**src/hw/rtl/atrc_pkg.sv**
```systemverilog
`timescale 1ns / 1ps

package atrc_pkg;

  // Default timing parameters
  localparam int TICKS_PER_UNIT_DEF      = 100;
  localparam int REVERSE_DELAY_TICKS_DEF = 1000;

  // Field widths
  localparam int MODE_W     = 2;
  localparam int UNITS_W    = 10;
  localparam int PHASE_W    = 2;
  localparam int PRESCALE_W = 7;
  localparam int DELAY_W    = 10;
  localparam int DEB_W      = 8;
  localparam int BLINK_W    = 11;
  localparam int CFG_IDX_W  = 2;
  localparam int CFG_DATA_W = 10;

  // Configuration register indexes
  localparam logic [CFG_IDX_W-1:0] CFG_LOGIC_MODE  = 2'd0;
  localparam logic [CFG_IDX_W-1:0] CFG_OPEN_UNITS  = 2'd1;
  localparam logic [CFG_IDX_W-1:0] CFG_CLOSE_UNITS = 2'd2;

  // Logic modes
  localparam logic [MODE_W-1:0] MODE_STOP    = 2'd0;
  localparam logic [MODE_W-1:0] MODE_REVERSE = 2'd1;

  // Run phases
  localparam logic [PHASE_W-1:0] PH_STOP  = 2'd0;
  localparam logic [PHASE_W-1:0] PH_RUN   = 2'd1;
  localparam logic [PHASE_W-1:0] PH_DELAY = 2'd2;

  // Run length limits
  localparam logic [UNITS_W-1:0] RUN_MIN = 10'd40;
  localparam logic [UNITS_W-1:0] RUN_MAX = 10'd900;

  // Debounce reload values
  localparam logic [DEB_W-1:0] DEB_PRESS_FIRST = 8'd100;
  localparam logic [DEB_W-1:0] DEB_PRESS_AGAIN = 8'd255;
  localparam logic [DEB_W-1:0] DEB_RELEASE     = 8'd100;

  // Blinker timing
  localparam logic [BLINK_W-1:0] LAMP_ON_TICKS    = 11'd70;
  localparam logic [BLINK_W-1:0] LAMP_FAST_PERIOD = 11'd140;
  localparam logic [BLINK_W-1:0] LAMP_SLOW_PERIOD = 11'd2000;

  function automatic logic [UNITS_W-1:0] clamp_run(input logic [UNITS_W-1:0] v);
    logic [UNITS_W-1:0] r;
    r = v;
    if (v < RUN_MIN || v > RUN_MAX) begin
      r = RUN_MIN;
    end
    return r;
  endfunction

endpackage

```
**src/hw/rtl/atrc_if.sv**
```systemverilog
`timescale 1ns / 1ps

interface atrc_in_if;
  logic valid;
  logic ready;
  logic trigger_level;

  modport source (output valid, output trigger_level, input ready);
  modport sink (input valid, input trigger_level, output ready);
endinterface

interface atrc_out_if;
  logic                           valid;
  logic                           ready;
  logic                           relay_open;
  logic                           relay_close;
  logic                           red_lamp;
  logic                           green_lamp;
  logic                           next_is_close;
  logic [atrc_pkg::PHASE_W-1:0]   run_phase;

  modport source (
    output valid, output relay_open, output relay_close, output red_lamp,
    output green_lamp, output next_is_close, output run_phase, input ready
  );
  modport sink (
    input valid, input relay_open, input relay_close, input red_lamp,
    input green_lamp, input next_is_close, input run_phase, output ready
  );
endinterface

```
**src/hw/rtl/actuator_toggle_run_controller.sv**
```systemverilog
`timescale 1ns / 1ps
// The result of a tick transaction is registered and valid in the cycle after it is accepted.
// Throughput: one tick per cycle while the result is not stalled; the whole tick update is a single pass of counter
// and compare logic between the state registers and the result register.
// Input is taken while the result register is empty or being drained.
// Reset (rst_n low, synchronous): motor stopped, next run opens, debounce at 100,
// configuration back to mode 0 and 40-unit runs, result register empty.
module actuator_toggle_run_controller #(
  parameter int TICKS_PER_UNIT      = atrc_pkg::TICKS_PER_UNIT_DEF,
  parameter int REVERSE_DELAY_TICKS = atrc_pkg::REVERSE_DELAY_TICKS_DEF
) (
  input  logic                              clk,
  input  logic                              rst_n,
  atrc_in_if.sink                           in_ch,
  atrc_out_if.source                        out_ch,
  input  logic                              cfg_we,
  input  logic [atrc_pkg::CFG_IDX_W-1:0]    cfg_index,
  input  logic [atrc_pkg::CFG_DATA_W-1:0]   cfg_data
);

  localparam logic [atrc_pkg::PRESCALE_W-1:0] TPU =
    atrc_pkg::PRESCALE_W'(TICKS_PER_UNIT);
  localparam logic [atrc_pkg::DELAY_W-1:0] REV_DELAY =
    atrc_pkg::DELAY_W'(REVERSE_DELAY_TICKS);

  // Configuration
  logic [atrc_pkg::MODE_W-1:0]     logic_mode_r;
  logic [atrc_pkg::UNITS_W-1:0]    open_units_r;
  logic [atrc_pkg::UNITS_W-1:0]    close_units_r;

  // Control state
  logic [atrc_pkg::PHASE_W-1:0]    phase_r, phase_nxt;
  logic                            dir_close_r, dir_close_nxt;
  logic [atrc_pkg::UNITS_W-1:0]    run_left_r, run_left_nxt;
  logic [atrc_pkg::PRESCALE_W-1:0] prescale_r, prescale_nxt;
  logic [atrc_pkg::DELAY_W-1:0]    delay_left_r, delay_left_nxt;
  logic [atrc_pkg::DEB_W-1:0]      deb_left_r, deb_left_nxt;
  logic                            await_rel_r, await_rel_nxt;
  logic                            pending_r, pending_nxt;
  logic [atrc_pkg::BLINK_W-1:0]    blink_r, blink_nxt;
  logic                            fast_r, fast_nxt;
  logic                            red_sel_r, red_sel_nxt;
  logic                            green_sel_r, green_sel_nxt;
  logic                            red_pin_r, red_pin_nxt;
  logic                            green_pin_r, green_pin_nxt;

  // Result register
  logic                            out_valid_r;
  logic                            relay_open_r, relay_close_r;
  logic                            red_lamp_r, green_lamp_r, next_close_r;
  logic [atrc_pkg::PHASE_W-1:0]    run_phase_r;

  logic                            in_take;
  logic [atrc_pkg::BLINK_W-1:0]    period;

  assign in_ch.ready = !out_valid_r || out_ch.ready;
  assign in_take     = in_ch.valid && in_ch.ready;

  always_comb begin
    phase_nxt      = phase_r;
    dir_close_nxt  = dir_close_r;
    run_left_nxt   = run_left_r;
    prescale_nxt   = prescale_r + 1'b1;
    delay_left_nxt = delay_left_r;
    deb_left_nxt   = deb_left_r;
    await_rel_nxt  = await_rel_r;
    pending_nxt    = pending_r;
    blink_nxt      = blink_r + 1'b1;
    fast_nxt       = fast_r;
    red_sel_nxt    = red_sel_r;
    green_sel_nxt  = green_sel_r;
    red_pin_nxt    = red_pin_r;
    green_pin_nxt  = green_pin_r;

    // unit prescaler and run timer
    if (prescale_nxt >= TPU) begin
      prescale_nxt = '0;
      if (run_left_r != '0) begin
        run_left_nxt = run_left_r - 1'b1;
        if (run_left_nxt == '0) begin
          phase_nxt   = atrc_pkg::PH_STOP;
          pending_nxt = 1'b0;
          fast_nxt    = 1'b0;
        end
      end
    end

    // trigger debounce
    if (await_rel_r) begin
      if (!in_ch.trigger_level) begin
        deb_left_nxt = atrc_pkg::DEB_RELEASE;
      end else begin
        deb_left_nxt = deb_left_r - 1'b1;
        if (deb_left_nxt == '0) begin
          await_rel_nxt = 1'b0;
        end
      end
    end else if (!pending_nxt) begin
      if (in_ch.trigger_level) begin
        deb_left_nxt = atrc_pkg::DEB_PRESS_AGAIN;
      end else begin
        deb_left_nxt = deb_left_r - 1'b1;
        if (deb_left_nxt == '0) begin
          pending_nxt   = 1'b1;
          await_rel_nxt = 1'b1;
        end
      end
    end

    // LED blinker; speed chosen after any expiry this tick
    if (blink_nxt == atrc_pkg::LAMP_ON_TICKS) begin
      red_pin_nxt   = 1'b0;
      green_pin_nxt = 1'b0;
    end
    period = fast_nxt ? atrc_pkg::LAMP_FAST_PERIOD : atrc_pkg::LAMP_SLOW_PERIOD;
    if (blink_nxt >= period) begin
      blink_nxt = '0;
      if (green_sel_r) green_pin_nxt = 1'b1;
      if (red_sel_r) red_pin_nxt = 1'b1;
    end

    // reversal delay countdown
    if (delay_left_r != '0) begin
      delay_left_nxt = delay_left_r - 1'b1;
    end

    // delay ended: start the reverse run, then a pending press sees it running
    if (phase_nxt == atrc_pkg::PH_DELAY && delay_left_nxt == '0) begin
      dir_close_nxt = !dir_close_r;
      red_sel_nxt   = dir_close_r;
      green_sel_nxt = !dir_close_r;
      run_left_nxt  = dir_close_r ? atrc_pkg::clamp_run(close_units_r)
                                  : atrc_pkg::clamp_run(open_units_r);
      fast_nxt      = 1'b1;
      phase_nxt     = atrc_pkg::PH_RUN;
    end

    if (pending_nxt) begin
      if (phase_nxt == atrc_pkg::PH_STOP) begin
        pending_nxt   = 1'b0;
        dir_close_nxt = !dir_close_r;
        red_sel_nxt   = dir_close_r;
        green_sel_nxt = !dir_close_r;
        run_left_nxt  = dir_close_r ? atrc_pkg::clamp_run(close_units_r)
                                    : atrc_pkg::clamp_run(open_units_r);
        fast_nxt      = 1'b1;
        phase_nxt     = atrc_pkg::PH_RUN;
      end else if (phase_nxt == atrc_pkg::PH_RUN) begin
        pending_nxt = 1'b0;
        if (logic_mode_r == atrc_pkg::MODE_STOP) begin
          run_left_nxt = '0;
          fast_nxt     = 1'b0;
          phase_nxt    = atrc_pkg::PH_STOP;
        end else if (logic_mode_r == atrc_pkg::MODE_REVERSE) begin
          run_left_nxt   = '0;
          fast_nxt       = 1'b0;
          delay_left_nxt = REV_DELAY;
          phase_nxt      = atrc_pkg::PH_DELAY;
        end
      end
    end
  end

  always_ff @(posedge clk) begin
    if (!rst_n) begin
      logic_mode_r  <= atrc_pkg::MODE_STOP;
      open_units_r  <= atrc_pkg::RUN_MIN;
      close_units_r <= atrc_pkg::RUN_MIN;
    end else if (cfg_we) begin
      case (cfg_index)
        atrc_pkg::CFG_LOGIC_MODE:  logic_mode_r  <= cfg_data[atrc_pkg::MODE_W-1:0];
        atrc_pkg::CFG_OPEN_UNITS:  open_units_r  <= cfg_data;
        atrc_pkg::CFG_CLOSE_UNITS: close_units_r <= cfg_data;
        default: ;
      endcase
    end
  end

  always_ff @(posedge clk) begin
    if (!rst_n) begin
      phase_r      <= atrc_pkg::PH_STOP;
      dir_close_r  <= 1'b0;
      run_left_r   <= '0;
      prescale_r   <= '0;
      delay_left_r <= '0;
      deb_left_r   <= atrc_pkg::DEB_PRESS_FIRST;
      await_rel_r  <= 1'b0;
      pending_r    <= 1'b0;
      blink_r      <= '0;
      fast_r       <= 1'b0;
      red_sel_r    <= 1'b1;
      green_sel_r  <= 1'b0;
      red_pin_r    <= 1'b0;
      green_pin_r  <= 1'b0;
    end else if (in_take) begin
      phase_r      <= phase_nxt;
      dir_close_r  <= dir_close_nxt;
      run_left_r   <= run_left_nxt;
      prescale_r   <= prescale_nxt;
      delay_left_r <= delay_left_nxt;
      deb_left_r   <= deb_left_nxt;
      await_rel_r  <= await_rel_nxt;
      pending_r    <= pending_nxt;
      blink_r      <= blink_nxt;
      fast_r       <= fast_nxt;
      red_sel_r    <= red_sel_nxt;
      green_sel_r  <= green_sel_nxt;
      red_pin_r    <= red_pin_nxt;
      green_pin_r  <= green_pin_nxt;
    end
  end

  always_ff @(posedge clk) begin
    if (!rst_n) begin
      out_valid_r <= 1'b0;
    end else if (in_take) begin
      out_valid_r <= 1'b1;
    end else if (out_ch.ready) begin
      out_valid_r <= 1'b0;
    end
  end

  // load the result with the transaction; hold it while stalled
  always_ff @(posedge clk) begin
    if (in_take) begin
      relay_open_r  <= (phase_nxt == atrc_pkg::PH_RUN) && dir_close_nxt;
      relay_close_r <= (phase_nxt == atrc_pkg::PH_RUN) && !dir_close_nxt;
      red_lamp_r    <= red_pin_nxt;
      green_lamp_r  <= green_pin_nxt;
      next_close_r  <= dir_close_nxt;
      run_phase_r   <= phase_nxt;
    end
  end

  assign out_ch.valid         = out_valid_r;
  assign out_ch.relay_open    = relay_open_r;
  assign out_ch.relay_close   = relay_close_r;
  assign out_ch.red_lamp      = red_lamp_r;
  assign out_ch.green_lamp    = green_lamp_r;
  assign out_ch.next_is_close = next_close_r;
  assign out_ch.run_phase     = run_phase_r;

  a_delay_nonzero: assert property (@(posedge clk) disable iff (!rst_n)
    phase_r == atrc_pkg::PH_DELAY |-> delay_left_r != '0)
    else $error("reversal delay phase with zero delay count");

  a_run_has_time: assert property (@(posedge clk) disable iff (!rst_n)
    phase_r == atrc_pkg::PH_RUN |-> run_left_r != '0)
    else $error("running with no run time left");

  a_stop_no_time: assert property (@(posedge clk) disable iff (!rst_n)
    phase_r == atrc_pkg::PH_STOP |-> run_left_r == '0)
    else $error("stopped with run time left");

  a_result_matches_state: assert property (@(posedge clk) disable iff (!rst_n)
    in_take |=> out_ch.valid && out_ch.run_phase == phase_r &&
                out_ch.next_is_close == dir_close_r)
    else $error("result does not match state after transaction");

endmodule

```
**src/flat_wrapper.sv**
```systemverilog
// flat-port wrapper written by rule: the top's interface ports become plain ports
module actuator_toggle_run_controller_flat 
#(
  parameter int TICKS_PER_UNIT      = atrc_pkg::TICKS_PER_UNIT_DEF,
  parameter int REVERSE_DELAY_TICKS = atrc_pkg::REVERSE_DELAY_TICKS_DEF
)
  (clk, rst_n, cfg_we, cfg_index, cfg_data, in_ch_valid, in_ch_trigger_level, in_ch_ready, out_ch_valid, out_ch_relay_open, out_ch_relay_close, out_ch_red_lamp, out_ch_green_lamp, out_ch_next_is_close, out_ch_run_phase, out_ch_ready);
  atrc_in_if in_ch_i ();
  atrc_out_if out_ch_i ();
  input  logic clk;
  input  logic rst_n;
  input  logic cfg_we;
  input  logic [atrc_pkg::CFG_IDX_W-1:0] cfg_index;
  input  logic [atrc_pkg::CFG_DATA_W-1:0] cfg_data;
  input wire logic [$bits(in_ch_i.valid)-1:0] in_ch_valid;
  input wire logic [$bits(in_ch_i.trigger_level)-1:0] in_ch_trigger_level;
  output wire logic [$bits(in_ch_i.ready)-1:0] in_ch_ready;
  output wire logic [$bits(out_ch_i.valid)-1:0] out_ch_valid;
  output wire logic [$bits(out_ch_i.relay_open)-1:0] out_ch_relay_open;
  output wire logic [$bits(out_ch_i.relay_close)-1:0] out_ch_relay_close;
  output wire logic [$bits(out_ch_i.red_lamp)-1:0] out_ch_red_lamp;
  output wire logic [$bits(out_ch_i.green_lamp)-1:0] out_ch_green_lamp;
  output wire logic [$bits(out_ch_i.next_is_close)-1:0] out_ch_next_is_close;
  output wire logic [$bits(out_ch_i.run_phase)-1:0] out_ch_run_phase;
  input wire logic [$bits(out_ch_i.ready)-1:0] out_ch_ready;
  assign in_ch_i.valid = in_ch_valid;
  assign in_ch_i.trigger_level = in_ch_trigger_level;
  assign in_ch_ready = in_ch_i.ready;
  assign out_ch_valid = out_ch_i.valid;
  assign out_ch_relay_open = out_ch_i.relay_open;
  assign out_ch_relay_close = out_ch_i.relay_close;
  assign out_ch_red_lamp = out_ch_i.red_lamp;
  assign out_ch_green_lamp = out_ch_i.green_lamp;
  assign out_ch_next_is_close = out_ch_i.next_is_close;
  assign out_ch_run_phase = out_ch_i.run_phase;
  assign out_ch_i.ready = out_ch_ready;
  actuator_toggle_run_controller #(.TICKS_PER_UNIT(TICKS_PER_UNIT), .REVERSE_DELAY_TICKS(REVERSE_DELAY_TICKS)) u_core (.clk(clk), .rst_n(rst_n), .in_ch(in_ch_i), .out_ch(out_ch_i), .cfg_we(cfg_we), .cfg_index(cfg_index), .cfg_data(cfg_data));
endmodule
```
**config.mk**
```make
export PLATFORM = sky130hd
export DESIGN_NAME = actuator_toggle_run_controller_flat
export DESIGN_NICKNAME = d
export VERILOG_FILES = /design/src/hw/rtl/atrc_pkg.sv /design/src/hw/rtl/atrc_if.sv /design/src/hw/rtl/actuator_toggle_run_controller.sv /design/src/flat_wrapper.sv
export SDC_FILE = /design/constraint.sdc
export NUM_CORES = 1
export LEC_CHECK = 0
export BUFFER_PORTS_ARGS = -buffer_cell sky130_fd_sc_hd__buf_2
export CORE_MARGIN = 2
export CORE_UTILIZATION = 34
export CTS_CLUSTER_SIZE = 40
export DETAILED_ROUTE_END_ITERATION = 8
export SYNTH_ARGS = -nofsm -noshare
export SYNTH_HDL_FRONTEND = slang
export SYNTH_SLANG_ARGS = --single-unit
```
**constraint.sdc**
```tcl
create_clock -name clk -period 3.2 [get_ports clk]
set_input_delay 0.64 -clock clk [delete_from_list [all_inputs] [get_ports clk]]
set_output_delay 0.64 -clock clk [all_outputs]
set_load 0.005 [all_outputs]
```
* Yosys cells after proc, flatten, opt, wreduce, memory -nomap -nowiden
Index checks and enable logic that the tools add are counted.
W data, S select, Z words.
** Operators by class
- Mux-type cells :: 73
- Equality and inequality tests :: 8
- Magnitude comparators :: 6
- Reduce and logical (&&, ||, !) cells :: 23
- Add/sub/neg operators :: 5
** Operators by type and width (number)
- $mux W10 :: 17
- $mux W1 :: 40
- $mux W8 :: 4
- $mux W11 :: 2
- $gt A10 B10 Y1 const B :: 2
- $logic_not A10 Y1 :: 2
- $lt A10 B6 Y1 const B :: 2
- $reduce_bool A10 Y1 :: 2
- $sub A10 B1 Y10 const B :: 2
- $mux W2 :: 9
- $add A11 B1 Y11 const B :: 1
- $eq A11 B7 Y1 const B :: 1
- $ge A11 B11 Y1 :: 1
- $eq A2 B1 Y1 const B :: 4
- $logic_not A8 Y1 :: 1
- $reduce_and A2 Y1 :: 4
- $sub A8 B1 Y8 const B :: 1
- $add A7 B1 Y7 const B :: 1
- $ge A7 B7 Y1 const B :: 1
- $mux W7 :: 1
- $logic_not A2 Y1 :: 3
- $eq A2 B2 Y1 const B :: 2
- $logic_and A1 B1 Y1 :: 4
- $logic_not A1 Y1 :: 3
- other kinds (3) :: 5
** Word-level totals
- Output and inout bits :: 9
- Input bits :: 18
- Register bits after elaboration :: 86
- Word-level logic and storage cells :: 139

* Longest topological paths before layout
Gate-level depths: netlist of the first run.
- Depth in word-level cells :: 15
- Mapped depth :: 17
- Depth with buffers taken out :: 16

* Worst setup path before layout of the first run
No wires, ideal clock.
- Kind :: reg-to-reg
- Start point :: reg u_core.run_left_r[0] (netlist name)
- End point :: reg u_core.blink_r[2] (netlist name)
- Setup time :: 0.074 ns
- Cell stages (with the launch flop) :: 17
- Slack :: -0.222 ns
- Data required time :: 3.126 ns
- Buffers on the path :: 1
- Period minus slack after synthesis :: 3.422 ns
- Arrival :: 3.347 ns
- Cell sequence :: dfxtp_1 inv_1 ha_1 clkbuf_1 nand2b_1 a211oi_1 o2111ai_4 nor2_8 nor2_1 inv_1 ha_1 a21oi_1 nand4_1 a311oi_1 o31ai_2 or4b_1 a31oi_1
** On the way
- Word-level cells in the longest chain between the ends :: 8
- Elaborated cells on any way between the ends :: 9
- Classes of those cells :: add/sub: 1; order compare: 1; mux: 5; reduce/logical: 2
** Ends and longest elaborated chain
- from (decl) :: RTL line actuator_toggle_run_controller.sv:34 : logic [atrc_pkg::UNITS_W-1:0] run_left_r, run_left_nxt;
- from (signal assigned) :: RTL line actuator_toggle_run_controller.sv:198 : run_left_r <= run_left_nxt;
- $sub A10 B1 Y10 :: RTL line actuator_toggle_run_controller.sv:79 : run_left_nxt = run_left_r - 1'b1;
- $logic_not A10 Y1 :: RTL line actuator_toggle_run_controller.sv:80 : if (run_left_nxt == '0) begin
- $mux W1 :: RTL line actuator_toggle_run_controller.sv:80
- $mux W1 (*) :: RTL line actuator_toggle_run_controller.sv:78 : if (run_left_r != '0) begin
- $mux W1 (*) :: RTL line actuator_toggle_run_controller.sv:76 : if (prescale_nxt >= TPU) begin
- $mux W11 (*) :: RTL line actuator_toggle_run_controller.sv:115 : period = fast_nxt ? atrc_pkg::LAMP_FAST_PERIOD : atrc_pkg::LAMP_SLOW_PERIOD;
- $ge A11 B11 Y1 (*) :: RTL line actuator_toggle_run_controller.sv:116 : if (blink_nxt >= period) begin
- $mux W11 (*) :: RTL line actuator_toggle_run_controller.sv:116
- to (signal assigned) :: RTL line actuator_toggle_run_controller.sv:204 : blink_r <= blink_nxt;
- to (decl) :: RTL line actuator_toggle_run_controller.sv:40 : logic [atrc_pkg::BLINK_W-1:0] blink_r, blink_nxt;
Every way passes the cells marked *; elsewhere a longest branch is shown, timed or not.
A chain may end at the register's enable or synchronous reset.

* Worst setup path in the final report of the first run
- Start point :: reg u_core.run_left_r[0] (netlist name)
- End point :: reg u_core.blink_r[3] (netlist name)
Same word-level chain as after synthesis.

==> results of run 1 <==
==> logic make-up after synthesis <==
kind of cell    Yosys count  synth area share [%]
flops                    86                 33.98
xor+xnor                 10                 1.804
buf+inv                  63                 6.098
compound gates          163                 21.83
fa+ha+maj                11                 2.610
simple gates            260                 26.91
mux                      35                 6.763
==> final timing paths <==
kind	endpoint	cells after the start	start
max	u_core.blink_r[3]	17	u_core.run_left_r[0]
max reg2reg	u_core.blink_r[3]	17	u_core.run_left_r[0]
min	u_core.red_pin_r	2	u_core.red_pin_r
min reg2reg	u_core.red_pin_r	2	u_core.red_pin_r
==> sequential cells by signal, summed over array words and instances, names as in the netlist, 2 cells and up <==
register / cells
u_core.blink_r: 11
u_core.run_left_r: 10
u_core.delay_left_r: 10
u_core.deb_left_r: 8
u_core.logic_mode_r: 2
u_core.out_ch.run_phase: 2
u_core.phase_r: 2
u_core.close_units_r: 10
u_core.prescale_r: 7
u_core.open_units_r: 10
==> metal layers <==
metal	vias up	wire length (um)	global-route usage [%]
met5	-	0	0
met4	0	152	5.371
met3	13	554	3.742
met2	93	6063	27.03
met1	2299	6338	21.96
li1	2426	-	-
==> tightest hold or removal path: stages, from the launching register on <==
cell and delay, ns:
dfxtp_1 0.31, nand2_1 0.05, o21ai_0 0.06
==> stage by stage <==
step,setup TNS [ns],hold slack [ns],power (mW),instance area [um2]
floorplan,0,0.4357,1.884,5324
global placement,0,0.4508,2.029,5756
detailed placement,-0.006619,0.4610,2.049,5756
CTS,0,0.4695,3.163,6096
global route,-0.02685,0.4873,3.329,6168
finish,0,0.4645,3.140,6168
==> report_power, final <==
| part | switching [mW] | leakage [nW] | total (mW) | internal (mW) |
|---|---|---|---|---|
| combinational | 0.458 | 1.60 | 0.803 | 0.346 |
| sequential | 0.0950 | 0.715 | 1.24 | 1.15 |
| clock | 0.423 | 0.155 | 1.09 | 0.671 |
| total | 0.976 | 2.47 | 3.14 | 2.16 |
==> cells in the final DEF, fill, tap and decap left out, types with 12 or more instances in the layout <==
master	instances
nor4_1	12
dfxtp_1	74
inv_1	28
or3_1	15
buf_4	41
nor2_1	57
nand3_1	18
a21oi_1	35
nor3_1	14
o21ai_0	34
mux2i_1	33
a31oi_1	13
nand2_1	57
nand4_1	12
buf_2	26
==> layout make-up <==
class	count	area share (%)
timing repair buffer	67	7.099
sequential	86	29.19
clock inverter	3	0.6491
clock buffer	13	4.402
inverter	32	1.947
multi-input combinational	479	52.90
tap	188	3.813
==> repair_timing <==
| item | 4_1_cts | 5_1_grt |
|---|---|---|
| gates resized for setup | 4 | 14 |
| endpoints found under the hold margin | 0 | 0 |
| setup buffers | 1 | 3 |
| pin swaps | 9 | 19 |
| setup endpoints to repair | 4 | 12 |
==> run_results.csv, run 1 <==
group,metric,value,unit
status,outcome,"finished, final reports clean",
yosys,synth.area.top_cells,"dfxtp_1 30%, mux2i_1 6.3%, nor2_1 4.1%",
place,dp_slack,-0.006619,ns
global_routing,antenna_found_initial,0,
worst_setup_path,end_kind,"register",
sta,min_period_over_period,94.54,%
sta,setup_viol,0,
yosys,synth_edf_count,7,
clock_network,cts_buffer_depth,2,
cells_and_area,n_antenna_cell,0,
worst_hold_path,hp-class,"register to register",
die,start_util,34.68,%
sta,period_needed,3.025,ns
clock_network,cts_hold_buf,0,
yosys,async_flop_share,0,%
sta,worst_slack,0.1746,ns
drt,drc_errors,0,
cells_and_area,fillCellCount,1537,
clock_network,htreeDepth,3,
cells_and_area,utilization,40.58,%
power_and_ir_drop,p_leak,2.474,nW
worst_setup_path,slowest_stage,"dfxtp_4",
power_and_ir_drop,vdd_ir_drop_max,0.0003128,V
yosys,syn_nets,657,
worst_setup_path,crit_family,"simple AND/OR/NAND/NOR gates",
yosys,synth.most_common_cell,"dfxtp_1",
run,cap_violations,0,
clock_network,cts_buffers,9,
global_routing,grt_overflow,0,
worst_setup_path,crit_chain,"inv_2 -> ha_1 -> nor3b_1 -> and3_1 -> nor3_4 -> nand2_2 -> nor2_8 -> nor2_4 -> inv_2 -> ha_4 -> a21oi_2 -> nand4_1 -> a311oi_2 -> o31ai_2 -> buf_4 -> or3_4 -> a21oi_2",
drt,via_count,4831,
yosys,synth_cell_type_count,84,
power_and_ir_drop,p_per_area,509.0,mW/mm2
drt,avgViaCountPerCell,5.566,
sta,final_hold_viol_count,0,
yosys,ys_seq_area_share,33.98,%
yosys,synth_seq_cells,86,
die,core,0.01520,mm2
die,die_y,128.5,um
drt,wl_per_cell,15.10,um
clock_network,clock-sinks,86,
clock_network,clk_latency,0.35,ns
place,port_buffers,26,
place,dp.final_hpwl,9.517,mm
yosys,synth_area_leader_cell,"dfxtp_1",
die,io_pins,27,
drt,drt_wl_total,13.11,mm
die,dieArea,0.01652,mm2
cells_and_area,drive_gt1_share,20.15,%
worst_setup_path,worstPathArrival,3.31,ns
global_routing,grt_util_all_layers,16.62,%
cells_and_area,fin_cells,868,
sta,worst_pin_slew,0.7463,ns
worst_setup_path,regToRegSetupSlack,0.17,ns
worst_setup_path,crit_required,3.48,ns
drt,ant_nets,0,
cells_and_area,ff_latch_area,0.001800,mm2
yosys,synth_common_cells,"79 x dfxtp_1, 58 x nor2_1, 57 x nand2_1",
cells_and_area,nets,704,
cells_and_area,syn_to_final_growth,16.99,%
sta,clock_skew,0.006700,ns
yosys,avgSynthCellArea,8.396,um2
worst_setup_path,path_buf_inv,3,
worst_setup_path,crit_fanout,5,
yosys,synth_top_area_share,30.00,%
place,dp_cells,848,
sta,maxSlewViolCount,0,
place,gp_congestion,0.8574,
yosys,netlist_instances,628,
sta,fmax,330.5,MHz
die,fp.dieW,128.5,um
global_routing,grt_max_degree,46,
worst_setup_path,path_class,"register to register",
clock_network,cts_tree,"built",
yosys,synth_flop_cell,"dfxtp_1",
die,rows,45,
clock_network,root_buffer,"clkbuf_16",
global_routing,grt_pass1_vias,4630,
clock_network,clkTransAtPathRegs,0.06,ns
global_routing,grt_pass1_wl,22.43,mm
drt,initialDrtViolationCount,292,
sta,relSlewSlack,49.86,%
sta,rsz0062_at_grt,"true",
worst_setup_path,crit_path_start_kind,"register",
yosys,yosysWarnings,0,
drt,drtPass1Iterations,5,
worst_setup_path,slowest_delay,0.36,ns
cells_and_area,multi_input_comb_area,0.003263,mm2
yosys,syn_area,0.005273,mm2
(Power assumes the default switching activity.)
==> inputs of run 2 (changes only) <==
ABC_AREA = 1   (was unset)
CAP_MARGIN = 30   (was unset)
==> run 2 against run 1 <==
  * Non-clock buffer count down 31
  * Clock skew about the same
  * Wire length down 11%
  * Sequential share of layout area up 2.0 points
  * Count of clock-buffer cells in the layout unchanged
  * Flip-flop and latch count unchanged
  * Hold slack better by 0.0032 ns
  * First-iteration DRC count down 19%
  * Register-to-register slack better by 0.17 ns
  * Core utilization down 1.2 points
  * Area after synthesis down 3.5%
  * Largest power group unchanged
  * Final cell count up 13%
==> run_results.csv, run 2 <==
group,metric,value,unit
clock_network,clkTransAtPathRegs,0.06,ns
cells_and_area,largest-register,"u_core.blink_r",
drt,initialDrtViolationCount,237,
worst_setup_path,worstPathArrival,2.96,ns
clock_network,htreeDepth,3,
yosys,avgSynthCellArea,6.576,um2
worst_setup_path,worst-r2r-cell-count,17,
sta,period_needed,2.855,ns
sta,finalSetupTns,0,ns
yosys,async_flop_share,0,%
die,start_util,34.89,%
yosys,synth.area.top_cells,"dfxtp_1 31%, nand2_1 15%, inv_1 7.0%",
cells_and_area,mostFrequentLayoutCell,"nand2_1",
drt,drtPass1Iterations,4,
place,gp_congestion,0.8868,
global_routing,grt_pass1_wl,20.66,mm
cells_and_area,final_cell_mix,"204 x nand2_1, 95 x inv_1, 79 x dfxtp_1",
clock_network,root_buffer,"clkbuf_16",
sta,rsz0062_at_grt,"false",
cells_and_area,largest_reg_flops,11,
run,cap_violations,0,
drt,wl_per_cell,11.92,um
sta,fin_hold_ws,0.4677,ns
clock_network,clk_latency,0.35,ns
worst_setup_path,rr_endpoint,"u_core.out_ch.red_lamp",
cells_and_area,ff_latch_area,0.001792,mm2
drt,avgViaCountPerCell,4.824,
drt,ant_nets,0,
clock_network,cts_buffers,9,
sta,relSlewSlack,44.14,%
status,outcome,"finished, final reports clean",
sta,setup_viol,0,
die,rows,44,
cells_and_area,multi_input_comb_area,0.002810,mm2
global_routing,grt_overflow,0,
power_and_ir_drop,p_leak,2.562,nW
die,io_pins,27,
cells_and_area,design_area,0.005752,mm2
die,die_y,126.4,um
worst_hold_path,hold_path_end,"u_core.blink_r[3]",
worst_hold_path,hold_depth,2,
cells_and_area,n_antenna_cell,0,
place,port_buffers,26,
drt,via_count,4747,
worst_setup_path,crit_path_start_kind,"register",
power_and_ir_drop,vdd_ir_drop_max,0.0002916,V
yosys,synth_cell_type_count,39,
yosys,synth_area_leader_cell,"dfxtp_1",
worst_setup_path,crit_fanout,6,
yosys,syn_nets,803,
cells_and_area,drive_gt1_share,10.13,%
sta,worst_pin_slew,0.8371,ns
sta,fmax,350.3,MHz
yosys,netlist_instances,774,
yosys,syn_area,0.005090,mm2
yosys,synth_common_cells,"205 x nand2_1, 95 x inv_1, 79 x dfxtp_1",
clock_network,cts_tree,"built",
place,dp.final_hpwl,8.590,mm
cells_and_area,syn_to_final_growth,13.00,%
yosys,synth_edf_count,7,
clock_network,clock-sinks,86,
sta,final_hold_viol_count,0,
worst_hold_path,hp-class,"register to register",
die,dieArea,0.01596,mm2
sta,clock_skew,0.006459,ns
drt,drc_errors,0,
sta,maxSlewViolCount,0,
die,fp.dieW,126.4,um
yosys,synth_flop_cell,"dfxtp_1",
worst_setup_path,crit_required,3.30,ns
cells_and_area,utilization,39.43,%
yosys,synth.most_common_cell,"nand2_1",
yosys,ys_seq_area_share,35.20,%
yosys,yosysWarnings,0,
place,place_area,0.005395,mm2
cells_and_area,nets,824,
global_routing,grt_util_all_layers,15.56,%
global_routing,antenna_found_initial,0,
worst_hold_path,hp-start,"u_core.blink_r[3]",
global_routing,grt_pass1_vias,4434,
drt,drt_wl_total,11.73,mm
yosys,synth_seq_cells,86,
power_and_ir_drop,p_per_area,490.2,mW/mm2
worst_setup_path,regToRegSetupSlack,0.35,ns
worst_setup_path,path_class,"register to register",
worst_setup_path,end_kind,"register",
die,core,0.01459,mm2
yosys,synth_top_area_share,31.07,%
sta,min_period_over_period,89.22,%
global_routing,grt_max_degree,37,
power_and_ir_drop,power,2.820,mW
cells_and_area,fillCellCount,1545,
worst_setup_path,worstReg2RegStart,"u_core.run_left_r[0]",
clock_network,cts_buffer_depth,2,
[run 2: cell types whose count changed after synthesis, moves of 18 or more]
cell and change:
mux2i_1 -33, nand3_1 +48, nand2_1 +148, a21oi_1 +25
o21ai_0 +18, inv_1 +64
[run 2: per-layer routing]
layer / up-vias / wire (um) / track usage (%)
met2: 56 / 5155 / 24.54
li1: 2562 / - / -
met1: 2114 / 5955 / 21.16
met5: - / 0 / 0
met4: 0 / 167 / 4.783
met3: 15 / 446 / 3.669
[run 2: critical path, cell delays in order (launching register included)]
cell and delay (ns):
dfxtp_1 0.41, inv_1 0.14, ha_2 0.24, xnor2_1 0.17
nand2_1 0.07, nor2_1 0.10, nand2_1 0.07, nor2_2 0.14
nand3_4 0.10, nand2_4 0.09, ha_1 0.24, a21o_1 0.18
o21ai_0 0.16, nand3_1 0.09, nand3_1 0.07, nand2_1 0.11
nand3_1 0.14, nand2_1 0.07
[run 2: cell families (layout without fill, tap and decap cells)]
group,Yosys count,in the layout,share of synthesized area (%)
DFF,86,86,35.20
adders and majority gates,11,11,2.704
and+or+nand+nor,389,389,33.53
buffers and inverters,124,150,9.784
AOI/OAI and AO/OA,148,148,16.03
xor gates and xnor gates,16,16,2.753
[run 2: layout make-up]
cell class / count / area share [%]
clock buffers: 13 / 5.264
clock inverters: 3 / 0.7614
inverters: 98 / 6.395
multi-input cells: 564 / 48.86
flip-flops and latches: 86 / 31.15
well taps: 184 / 4.003
repair buffers: 36 / 3.568
[run 2: what timing repair did]
| action | CTS | global route |
|---|---|---|
| hold buffers | 0 | 0 |
| gates resized for setup | 0 | 3 |
| endpoints found under the setup margin | 0 | 11 |
| buffers inserted | 0 | 0 |
[run 2: worst max path at each step]
stage                              start                endpoint  slack (ns)  depth (start not counted)
floorplan           u_core.run_left_r[0]      u_core.blink_r[10]        0.52                         19
global placement    u_core.run_left_r[0]       u_core.blink_r[3]        0.25                         18
detailed placement  u_core.run_left_r[0]       u_core.blink_r[4]        0.16                         18
CTS                 u_core.run_left_r[0]       u_core.blink_r[4]        0.11                         18
global route        u_core.run_left_r[0]       u_core.blink_r[5]        0.05                         19
finish              u_core.run_left_r[0]  u_core.out_ch.red_lamp        0.35                         17
[run 2: where the power goes]
group / internal [mW] / switching [mW]
sequential: 1.14 / 0.0455
combinational: 0.152 / 0.298
clock: 0.743 / 0.438
[run 2: stage by stage]
| step | std cells | setup WS (ns) |
|---|---|---|
| final | 984 | 0.3451 |
| after global routing | 984 | 0.04955 |
| after CTS | 984 | 0.1149 |
| after detailed placement | 968 | 0.1595 |
| after global placement | 968 | 0.2467 |
| after floorplan | 774 | 0.5233 |
